File: src/rtl/fss_pkg.sv
// Shared types, constants and helpers for the fuzzy subsequence score block.
// No dependencies; imported by every module of the block.
`timescale 1ns / 1ps

package fss_pkg;

  localparam int QUERY_BYTES_W   = 64;
  localparam int QUERY_LENGTH_W  = 4;
  localparam int CHAR_W          = 8;
  localparam int SCORE_W         = 9;
  localparam int SUM_W           = 8;
  localparam int POS_W           = 4;
  localparam int SLOT_W          = 3;
  localparam int CFG_INDEX_W     = 1;
  localparam int DEF_MAX_QUERY   = 8;

  // Configuration register indexes.
  localparam logic [CFG_INDEX_W-1:0] REG_QUERY_BYTES  = 1'b0;
  localparam logic [CFG_INDEX_W-1:0] REG_QUERY_LENGTH = 1'b1;

  // Score increments.
  localparam logic [SUM_W-1:0]   ADD_MATCH      = 8'd10;
  localparam logic [SUM_W-1:0]   ADD_RUN        = 8'd5;
  localparam logic [SUM_W-1:0]   ADD_BOUNDARY   = 8'd10;
  localparam logic [SCORE_W-1:0] BONUS_FIRST    = 9'd20;
  localparam logic [SCORE_W-1:0] BONUS_PREFIX   = 9'd30;
  localparam logic [SCORE_W-1:0] BONUS_EXACT    = 9'd50;
  localparam logic [SCORE_W-1:0] SCORE_EMPTY_Q  = 9'd1;
  localparam logic [SCORE_W-1:0] SCORE_NO_MATCH = 9'd0;
  localparam logic [POS_W-1:0]   COUNT_SAT      = 4'd9;

  localparam logic [CHAR_W-1:0] CHAR_SPACE      = 8'h20;
  localparam logic [CHAR_W-1:0] CHAR_UNDERSCORE = 8'h5F;
  localparam logic [CHAR_W-1:0] CHAR_HYPHEN     = 8'h2D;
  localparam logic [CHAR_W-1:0] CHAR_UPPER_A    = 8'h41;
  localparam logic [CHAR_W-1:0] CHAR_UPPER_Z    = 8'h5A;
  localparam logic [CHAR_W-1:0] CASE_OFFSET     = 8'h20;

  typedef struct packed {
    logic [POS_W-1:0]  query_position;
    logic [SUM_W-1:0]  score_sum;
    logic              previous_matched;
    logic [CHAR_W-1:0] previous_byte;
    logic [POS_W-1:0]  byte_count;
    logic              prefix_equal;
    logic              first_byte_matched;
  } fss_state_t;

  localparam fss_state_t STATE_CLEAR = '{
    query_position:     '0,
    score_sum:          '0,
    previous_matched:   1'b0,
    previous_byte:      '0,
    byte_count:         '0,
    prefix_equal:       1'b1,
    first_byte_matched: 1'b0
  };

  function automatic logic [CHAR_W-1:0] fold_lower(input logic [CHAR_W-1:0] c);
    if (c >= CHAR_UPPER_A && c <= CHAR_UPPER_Z) begin
      return c + CASE_OFFSET;
    end
    return c;
  endfunction

endpackage

File: src/rtl/fss_step.sv
// Per-byte update of the match state and the final score for a last item.
// Purely combinational; depends on fss_pkg.
`timescale 1ns / 1ps

module fss_step
  import fss_pkg::*;
#(
  parameter int MAX_QUERY = DEF_MAX_QUERY
) (
  input  fss_state_t                 state,
  input  logic [QUERY_BYTES_W-1:0]   query_bytes,
  input  logic [QUERY_LENGTH_W-1:0]  query_length,
  input  logic [CHAR_W-1:0]          text_byte,
  input  logic                       byte_present,
  output fss_state_t                 state_next,
  output logic [SCORE_W-1:0]         score
);

  localparam logic [QUERY_LENGTH_W-1:0] MAX_LEN = QUERY_LENGTH_W'(MAX_QUERY);

  logic [QUERY_LENGTH_W-1:0] qlen;
  logic [CHAR_W-1:0]         c;
  logic [CHAR_W-1:0]         q_at_pos;
  logic [CHAR_W-1:0]         q_at_count;
  logic                      at_start;
  logic                      boundary;
  logic [SUM_W-1:0]          add;

  always_comb begin
    qlen       = (query_length > MAX_LEN) ? MAX_LEN : query_length;
    c          = fold_lower(text_byte);
    q_at_pos   = fold_lower(query_bytes[CHAR_W*state.query_position[SLOT_W-1:0] +: CHAR_W]);
    q_at_count = fold_lower(query_bytes[CHAR_W*state.byte_count[SLOT_W-1:0] +: CHAR_W]);
    at_start   = (state.byte_count == '0);
    boundary   = at_start || state.previous_byte == CHAR_SPACE ||
                 state.previous_byte == CHAR_UNDERSCORE || state.previous_byte == CHAR_HYPHEN;
    add = ADD_MATCH + (state.previous_matched ? ADD_RUN : '0) + (boundary ? ADD_BOUNDARY : '0);

    state_next = state;
    if (byte_present) begin
      if (state.query_position < qlen) begin
        if (c == q_at_pos) begin
          if (at_start) begin
            state_next.first_byte_matched = 1'b1;
          end
          state_next.score_sum        = state.score_sum + add;
          state_next.previous_matched = 1'b1;
          state_next.query_position   = state.query_position + 1'b1;
        end else begin
          state_next.previous_matched = 1'b0;
        end
      end
      if (state.byte_count < qlen && c != q_at_count) begin
        state_next.prefix_equal = 1'b0;
      end
      state_next.previous_byte = c;
      if (state.byte_count < COUNT_SAT) begin
        state_next.byte_count = state.byte_count + 1'b1;
      end
    end
  end

  // Final score is taken from the state after this item's byte is applied.
  always_comb begin
    priority if (qlen == '0) begin
      score = SCORE_EMPTY_Q;
    end else if (state_next.query_position < qlen) begin
      score = SCORE_NO_MATCH;
    end else begin
      score = {1'b0, state_next.score_sum}
            + (state_next.first_byte_matched ? BONUS_FIRST : '0)
            + ((state_next.prefix_equal && state_next.byte_count >= qlen) ? BONUS_PREFIX : '0)
            + ((state_next.prefix_equal && state_next.byte_count == qlen) ? BONUS_EXACT : '0);
    end
  end

endmodule

File: src/rtl/fuzzy_subsequence_score_core.sv
// Top level of the fuzzy subsequence score block: configuration registers,
// stream state, input handshake and result register. Uses fss_pkg, fss_step.
`timescale 1ns / 1ps
//
// Usage:
//   Configure query_bytes (index 0) and query_length (index 1) through the
//   write port while the block is idle. Then stream text bytes on the input
//   channel (in_valid/in_ready), one byte per transfer; last_byte marks the
//   final transfer of a text and byte_present = 0 with last_byte = 1 ends an
//   empty text. Exactly one match_score comes out on the output channel per
//   text, in the cycle after the last transfer is accepted.
//   Throughput is one byte per cycle: the stream state is updated by a short
//   compare-and-add step at every accepted transfer, and the score lands in
//   a single output register. A new text may follow its predecessor without
//   a gap. When the receiver stalls, the pending score is held and in_ready
//   stays low until the score is taken, so every stalled cycle also holds
//   the input; in_ready is high whenever the register is empty or being drained.
//   Synchronous reset clears both configuration registers, the stream state
//   and the output valid flag.

module fuzzy_subsequence_score_core
  import fss_pkg::*;
#(
  parameter int MAX_QUERY = DEF_MAX_QUERY
) (
  input  logic                      clk,
  input  logic                      rst,
  input  logic                      cfg_write_enable,
  input  logic [CFG_INDEX_W-1:0]    cfg_index,
  input  logic [QUERY_BYTES_W-1:0]  cfg_data,
  input  logic                      in_valid,
  output logic                      in_ready,
  input  logic [CHAR_W-1:0]         text_byte,
  input  logic                      byte_present,
  input  logic                      last_byte,
  output logic                      out_valid,
  input  logic                      out_ready,
  output logic [SCORE_W-1:0]        match_score
);

  logic [QUERY_BYTES_W-1:0]  query_bytes;
  logic [QUERY_LENGTH_W-1:0] query_length;
  fss_state_t                state;
  fss_state_t                state_next;
  logic [SCORE_W-1:0]        score;
  logic                      in_xfer;

  assign in_ready = !out_valid || out_ready;
  assign in_xfer  = in_valid && in_ready;

  always_ff @(posedge clk) begin
    if (rst) begin
      query_bytes  <= '0;
      query_length <= '0;
    end else if (cfg_write_enable) begin
      unique case (cfg_index)
        REG_QUERY_BYTES:  query_bytes  <= cfg_data;
        REG_QUERY_LENGTH: query_length <= cfg_data[QUERY_LENGTH_W-1:0];
        default: ;
      endcase
    end
  end

  fss_step #(
    .MAX_QUERY(MAX_QUERY)
  ) u_step (
    .state       (state),
    .query_bytes (query_bytes),
    .query_length(query_length),
    .text_byte   (text_byte),
    .byte_present(byte_present),
    .state_next  (state_next),
    .score       (score)
  );

  always_ff @(posedge clk) begin
    if (rst) begin
      state <= STATE_CLEAR;
    end else if (in_xfer) begin
      state <= last_byte ? STATE_CLEAR : state_next;
    end
  end

  always_ff @(posedge clk) begin
    if (rst) begin
      out_valid <= 1'b0;
    end else if (in_xfer && last_byte) begin
      out_valid <= 1'b1;
    end else if (out_ready) begin
      out_valid <= 1'b0;
    end
  end

  always_ff @(posedge clk) begin
    if (in_xfer && last_byte) begin
      match_score <= score;
    end
  end

endmodule

File: config.mk
export PLATFORM = sky130hd
export DESIGN_NAME = fuzzy_subsequence_score_core
export DESIGN_NICKNAME = d
export VERILOG_FILES = /design/src/rtl/fss_pkg.sv /design/src/rtl/fss_step.sv /design/src/rtl/fuzzy_subsequence_score_core.sv
export SDC_FILE = /design/constraint.sdc
export NUM_CORES = 1
export LEC_CHECK = 0
export BUFFER_PORTS_ARGS = -buffer_cell sky130_fd_sc_hd__buf_2
export CORE_UTILIZATION = 50
export CTS_CLUSTER_DIAMETER = 30
export DETAILED_ROUTE_END_ITERATION = 8
export GPL_ROUTABILITY_DRIVEN = 1
export PLACE_DENSITY = 0.78
export SYNTH_ARGS = -nofsm -noshare
export SYNTH_HDL_FRONTEND = slang
export SYNTH_SLANG_ARGS = --single-unit
File: constraint.sdc
create_clock -name clk -period 5.9 [get_ports clk]
set_clock_uncertainty 0.15 [all_clocks]
set_input_delay 0.885 -clock clk [delete_from_list [all_inputs] [get_ports clk]]
set_output_delay 0.885 -clock clk [all_outputs]
set_load 0.05 [all_outputs]
# Word level (Yosys, flattened, before mapping)
# Cells that the tools add are included.
[totals]
reg_bits = 105
output_inout_bits = 11
wordCells = 95
[op_classes]
add_sub_neg = 11
order_cmp = 12
eq_ne = 6
shift = 2
n_mux = 28
bitwise = 1
n_reduce_logical = 23
[ops]
columns = ["cell", "count"]
rows = [
  ["$shiftx 64x7->8", 2],
  ["$mux 27", 2],
  ["$mux 8", 6],
  ["$add 8x6->8 const B", 3],
  ["$ge 8x7->1 const B", 3],
  ["$le 8x7->1 const B", 3],
  ["$add 8x8->8", 2],
  ["$eq 8x6->1 const B", 2],
  ["$mux 13", 1],
  ["$lt 4x4->1", 3],
  ["$mux 12", 1],
  ["$mux 4", 3],
  ["$mux 1", 11],
  ["$mux 5", 2],
  ["$add 8x9->9", 1],
  ["$add 9x6->9", 1],
  ["$add 9x9->9", 1],
  ["$add 4x1->4 const B", 2],
  ["$add 4x8->8 const A", 1],
  ["$eq 8x7->1 const B", 1],
  ["$eq 8x8->1", 1],
  ["$logic_and 1x1->1", 8],
  ["$logic_not 4->1", 2],
  ["$ne 8x8->1", 1],
  ["other kinds (13)", 20],
]

# Logic depth before layout (Yosys ltp)
[depth]
ltp_word = 16
ltp_mapped = 25

# Hierarchy
# Synthesis repeated with hierarchy kept, for this count alone.
[hier_totals]
hier_cells = 762
hier_area_um2 = 6880.3
[by_module_without_submodules]
columns = ["module", "instances", "cells_per_inst", "area_per_inst_um2"]
rows = [
  ["fuzzy_subsequence_score_core", 1, 438, 3834.9],
  ["fss_step", 1, 324, 3045.4],
]

# Worst setup path before layout
# No wires, ideal clock.
[synth_path]
path_kind = "reg2reg"
from = "register, netlist name state[2]"
to = "register match_score[8], data pin"
setup_ns = 0.282
arrival_time_ns = 4.768
required_ns = 5.468
path_slack_ns = 0.700
stages_incl_launch_ff = 23
n_path_buf = 2
cell_sequence = "dfxtp_1 > buf_6 > buf_12 > mux4_2 > mux2i_1 > inv_1 > ha_1 > nor4_1 > mux2i_1 > o41ai_2 > nand2_1 > or2_4 > inv_2 > and2_1 > ha_1 > fa_1 > ha_1 > a21o_1 > a21oi_1 > nor2b_1 > o21a_1 > o21ai_0 > a31oi_1"
[synth_via]
elab_chain_cells = 13
[synth_lines]
columns = ["element", "line", "text"]
rows = [
  ["$logic_not 4->1 or $shiftx 64x7->8 (tied branches)", "fss_step.sv:34, fss_step.sv:33", ""],
  ["$logic_or 1x1->1, or another cell as far along", "fss_step.sv:35", "boundary = at_start || state.previous_byte == CHAR_SPACE ||"],
  ["$logic_or 1x1->1 or $logic_and 1x1->1 (tied branches)", "fss_step.sv:35, fss_pkg.sv:60", ""],
  ["$logic_or 1x1->1 or $mux 1 (tied branches)", "fss_step.sv:36, fss_pkg.sv:60", ""],
  ["$mux 4 or $mux 8 (tied branches)", "fss_step.sv:37, fss_pkg.sv:63", ""],
  ["$add 8x8->8 or $ne 8x8->1 (tied branches)", "fss_step.sv:37, fss_step.sv:53", ""],
  ["$add 8x8->8 or $logic_and 1x1->1 (tied branches)", "fss_step.sv:46, fss_step.sv:53", ""],
  ["$mux 12 or $mux 1 (tied branches)", "fss_step.sv:42, fss_step.sv:53", ""],
  ["$mux 13 or $mux 27 (tied branches)", "fss_step.sv:41, fss_step.sv:40", ""],
  ["$mux 27 *", "fss_step.sv:40", "if (byte_present) begin"],
  ["$add 8x9->9 or $mux 5 (tied branches)", "fss_step.sv:71, fss_step.sv:72", ""],
  ["$add 9x9->9", "fss_step.sv:72", "+ ((state_next.prefix_equal && state_next.byte_count >= qlen) ? BONUS_PREFIX : '0)"],
  ["$add 9x6->9 *", "fss_step.sv:73", "+ ((state_next.prefix_equal && state_next.byte_count == qlen) ? BONUS_EXACT : '0);"],
  ["to (signal assigned)", "fuzzy_subsequence_score_core.sv:96", "match_score <= score;"],
  ["to (decl)", "fuzzy_subsequence_score_core.sv:38", "output logic [SCORE_W-1:0] match_score"],
]
# Mark *: on every way between the ends. The rest lies on a longest branch, timed or not. The select of a mux whose other input is x is not followed.
# A chain may end at the register's enable or synchronous reset.

# Final worst setup path
[layout_path]
from = "register, netlist name state[2]"
to = "register match_score[8], data pin"
[layout_via]
elab_chain_cells = 13
[layout_lines]
columns = ["element", "line"]
rows = [
  ["$logic_not 4->1 or $shiftx 64x7->8 (tied branches)", "fss_step.sv:34, fss_step.sv:33"],
  ["$logic_or 1x1->1, or another cell as far along", "fss_step.sv:35"],
  ["$logic_or 1x1->1 or $logic_and 1x1->1 (tied branches)", "fss_step.sv:35, fss_pkg.sv:60"],
  ["$logic_or 1x1->1 or $mux 1 (tied branches)", "fss_step.sv:36, fss_pkg.sv:60"],
  ["$mux 4 or $mux 8 (tied branches)", "fss_step.sv:37, fss_pkg.sv:63"],
  ["$add 8x8->8 or $ne 8x8->1 (tied branches)", "fss_step.sv:37, fss_step.sv:53"],
  ["$add 8x8->8 or $logic_and 1x1->1 (tied branches)", "fss_step.sv:46, fss_step.sv:53"],
  ["$mux 12 or $mux 1 (tied branches)", "fss_step.sv:42, fss_step.sv:53"],
  ["$mux 13 or $mux 27 (tied branches)", "fss_step.sv:41, fss_step.sv:40"],
  ["$mux 27 *", "fss_step.sv:40"],
  ["$add 8x9->9 or $mux 5 (tied branches)", "fss_step.sv:71, fss_step.sv:72"],
  ["$add 9x9->9", "fss_step.sv:72"],
  ["$add 9x6->9 *", "fss_step.sv:73"],
]
# Marked as above.

==> run_results.csv <==
group,metric,value,unit
sta,max_freq,178,MHz
drt,dr.pass1.iters,5,
clock_network,cts_buffers,9,
global_route,gr-max-usage-layer,"met2",
sta,worst_pin_slew,1210,ps
setup_path,reg2reg_slack,300,ps
drt,vias_per_cell,5.69,
drt,drtIter0Drc,448,
setup_path,regToRegStartpoint,"state[2]",
global_route,grt_max_degree,76,
power_and_ir_drop,p_per_area,223,nW/um^2
power_and_ir_drop,ir_drop,0.177,mV
final_layout,final_cell_mix,"nand2_1, dfxtp_1, buf_2",
setup_path,arrival,5540,ps
final_layout,final_area,7580,um^2
synth,syn_nets,864,
clock_network,tritoncts,"done",
min_path,hold_end,"state[1]",
clock_network,clk_path_buf_depth,2,
sta,maxSlewHeadroom,19.4,%
clock_network,cts_setup_buffers,0,
sta,min_period,5600,ps
setup_path,r2r_end,"match_score[8]",
min_path,whs_path_depth,2,
placement,port-buffer-count,90,
power_and_ir_drop,p_leak,0.00305,uW
setup_path,critPathCaptureType,"register",
sta,setup_violations,0,
setup_path,cp_slowest_stage_delay,620,ps
final_layout,syn2layout_area_growth,12.3,%
outcome,status,"finished, final reports clean",
placement,place_inst,979,
clock_network,insertion_delay,360,ps
synth,synth_warnings,0,
setup_path,path_class,"register to register",
floorplan,num_io_pins,91,
synth,syn-instance-count,740,
sta,slew_viol_final,0,
synth,synth_seq_area_share,32.5,%
synth,synth-edff-count,9,
floorplan,die_w,118,um
global_route,grt_pass1_wl,27100,um
drt,vias,5661,
job,maxCapViolCount,0,
synth,syn_area,6740,um^2
global_route,use_met1,32.9,%
floorplan,start_util,51.1,%
floorplan,fp-row-count,42,
setup_path,r2r_cells,20,
global_route,antenna_found_initial,0,
setup_path,crit_path_top_delay_cell,"mux4_1",
clock_network,cts_sinks,105,
sta,finalHoldViolations,0,
final_layout,fin_cells,995,
setup_path,crit_path_start_kind,"register",
placement,placement.cell_area,7250,um^2
global_route,grt.total_usage,24.8,%
placement,gp_congestion,0.863,
drt,ant_nets,0,
drt,wl,16500,um
final_layout,antenna_cells,0,
placement,dp_hpwl,12800,um
floorplan,core-area,13200,um^2
global_route,first_global_vias,5304,
min_path,hold_class,"register to register",
clock_network,ctsHoldBuffers,0,
setup_path,cp_cell_sequence,"buf_4, mux4_1, o41ai_1, o211a_1, o31ai_1, xnor2_1, o41ai_2, nand2_1, or2_4, inv_2, and2_1, ha_1, fa_1, ha_1, a21o_1, a21oi_1, nor2b_1, o21a_1, o21ai_0, a31oi_1",
setup_path,cp_top_family,"compound AO/OA/AOI/OAI gates",
final_layout,layout-drive-gt1-share,21.5,%
setup_path,worstPathRequired,5840,ps
sta,rsz0062_at_grt,"yes",
sta,fin_crit_sh,95.0,%
final_layout,layout_commonest_cell,"nand2_1",
setup_path,critPathMostFrequentCell,"ha_1",
synth,yosys_most_used_dff,"dfxtp_1",
final_layout,utilization,57.4,%
drt,drc,0,
global_route,met2_usage,40.6,%
synth,synth_area_per_cell,9.11,um^2
power_and_ir_drop,totalPowerFinal,1690,uW
synth,synthDistinctLibCells,83,
global_route,gr-total-overflow,0,
clock_network,cts.reportedPaths.clkPinSlew,80,ps
setup_path,crit_buf_inv,2,
final_layout,num-nets-final,938,
drt,wire_per_inst,16.6,um
min_path,hold_start,"state[1]",
sta,timing.hold.ws,319,ps
global_route,grt_use_met3,4.20,%
clock_network,cts-root-buf,"clkbuf_16",
floorplan,die_h,118,um
synth,ys_seq_elements,105,
synth,synthArstFlopShare,0,%
setup_path,path_max_fanout,12,
clock_network,h-tree-depth,3,
floorplan,die_area,14000,um^2
## routing by layer
metal | share of wire (%) | vias up
li1 | - | 2801
met1 | 45 | 2639
met2 | 47 | 199
met3 | 5.4 | 22
met4 | 2.3 | 0
met5 | 0 | -
## logic make-up (layout without fill, tap and decap cells)
group / count (synthesis) / count (layout) / synth area share [%]
AOI/OAI and AO/OA: 174 / 174 / 16.2
xor gates and xnor gates: 29 / 29 / 4.38
adders and majority gates: 44 / 44 / 8.61
buffers and inverters: 67 / 146 / 5.57
DFF: 105 / 105 / 32.5
muxes: 62 / 62 / 15.0
and+or+nand+nor: 259 / 259 / 17.8
## report_power, final
part	internal, uW	switching (uW)
Clock	342	299
Sequential	747	25.0
Combinational	115	160
## worst reg2reg max path: stages, from the launching register on
cell and delay, ps:
dfxtp_2 420, buf_4 270, mux4_1 630, o41ai_1 380, o211a_1 260, o31ai_1 110, xnor2_1 150, o41ai_2 390
nand2_1 130, or2_4 270, inv_2 50, and2_1 160, ha_1 260, fa_1 540, ha_1 310, a21o_1 150
a21oi_1 230, nor2b_1 80, o21a_1 170, o21ai_0 170, a31oi_1 60
## through the flow
stage	setup WS (ps)	setup TNS, ps
floorplan	700	0
global placement	311	0
detailed placement	193	0
CTS	192	0
global route	-46.2	-46.2
finish	297	0
## state kept, by name, indices dropped and copies added, names as in the netlist
| register | flops |
|---|---|
| match_score | 9 |
| state | 27 |
| out_valid | 1 |
| query_bytes | 64 |
| query_length | 4 |
## timing repair
| item | CTS | global route |
|---|---|---|
| endpoints found under the setup margin | 0 | 2 |
| resized for setup | 0 | 3 |
| endpoints found under the hold margin | 0 | 0 |
## how the worst max path moves through the flow
stage,cells after the start,to,from
floorplan,22,match_score[8],state[2]
global placement,20,match_score[8],state[2]
detailed placement,20,match_score[8],state[2]
CTS,20,match_score[8],state[2]
global route,20,match_score[8],state[2]
finish,20,match_score[8],state[2]
## final cells by class
cell class	instances	area [um^2]
Tap cell	176	220
Fill cell	1166	5610
Inverter	27	101
Clock inverter	7	93.8
Timing Repair Buffer	103	548
Sequential cell	105	2190
Clock buffer	9	225
Multi-Input combinational cell	568	4190
## cell usage after synthesis (all sizes together) (6+ instances only)
cell type	instances	area [um^2]
a21o	7	52.6
mux2i	29	307
buf	15	160
mux2	6	67.6
nand2	165	627
xnor2	16	159
mux4	27	634
ha	40	500
nor4	8	50.1
nor2	31	119
o21ai	16	80.1
edfxtp	9	270
nor3	6	30.0
nand3	11	67.6
xor2	12	113
inv	27	101
a31oi	13	81.3
clkbuf	25	114
a22o	6	53.8
dfxtp	96	1920
a21oi	88	440
a22oi	9	67.6
(Power assumes the default switching activity.)
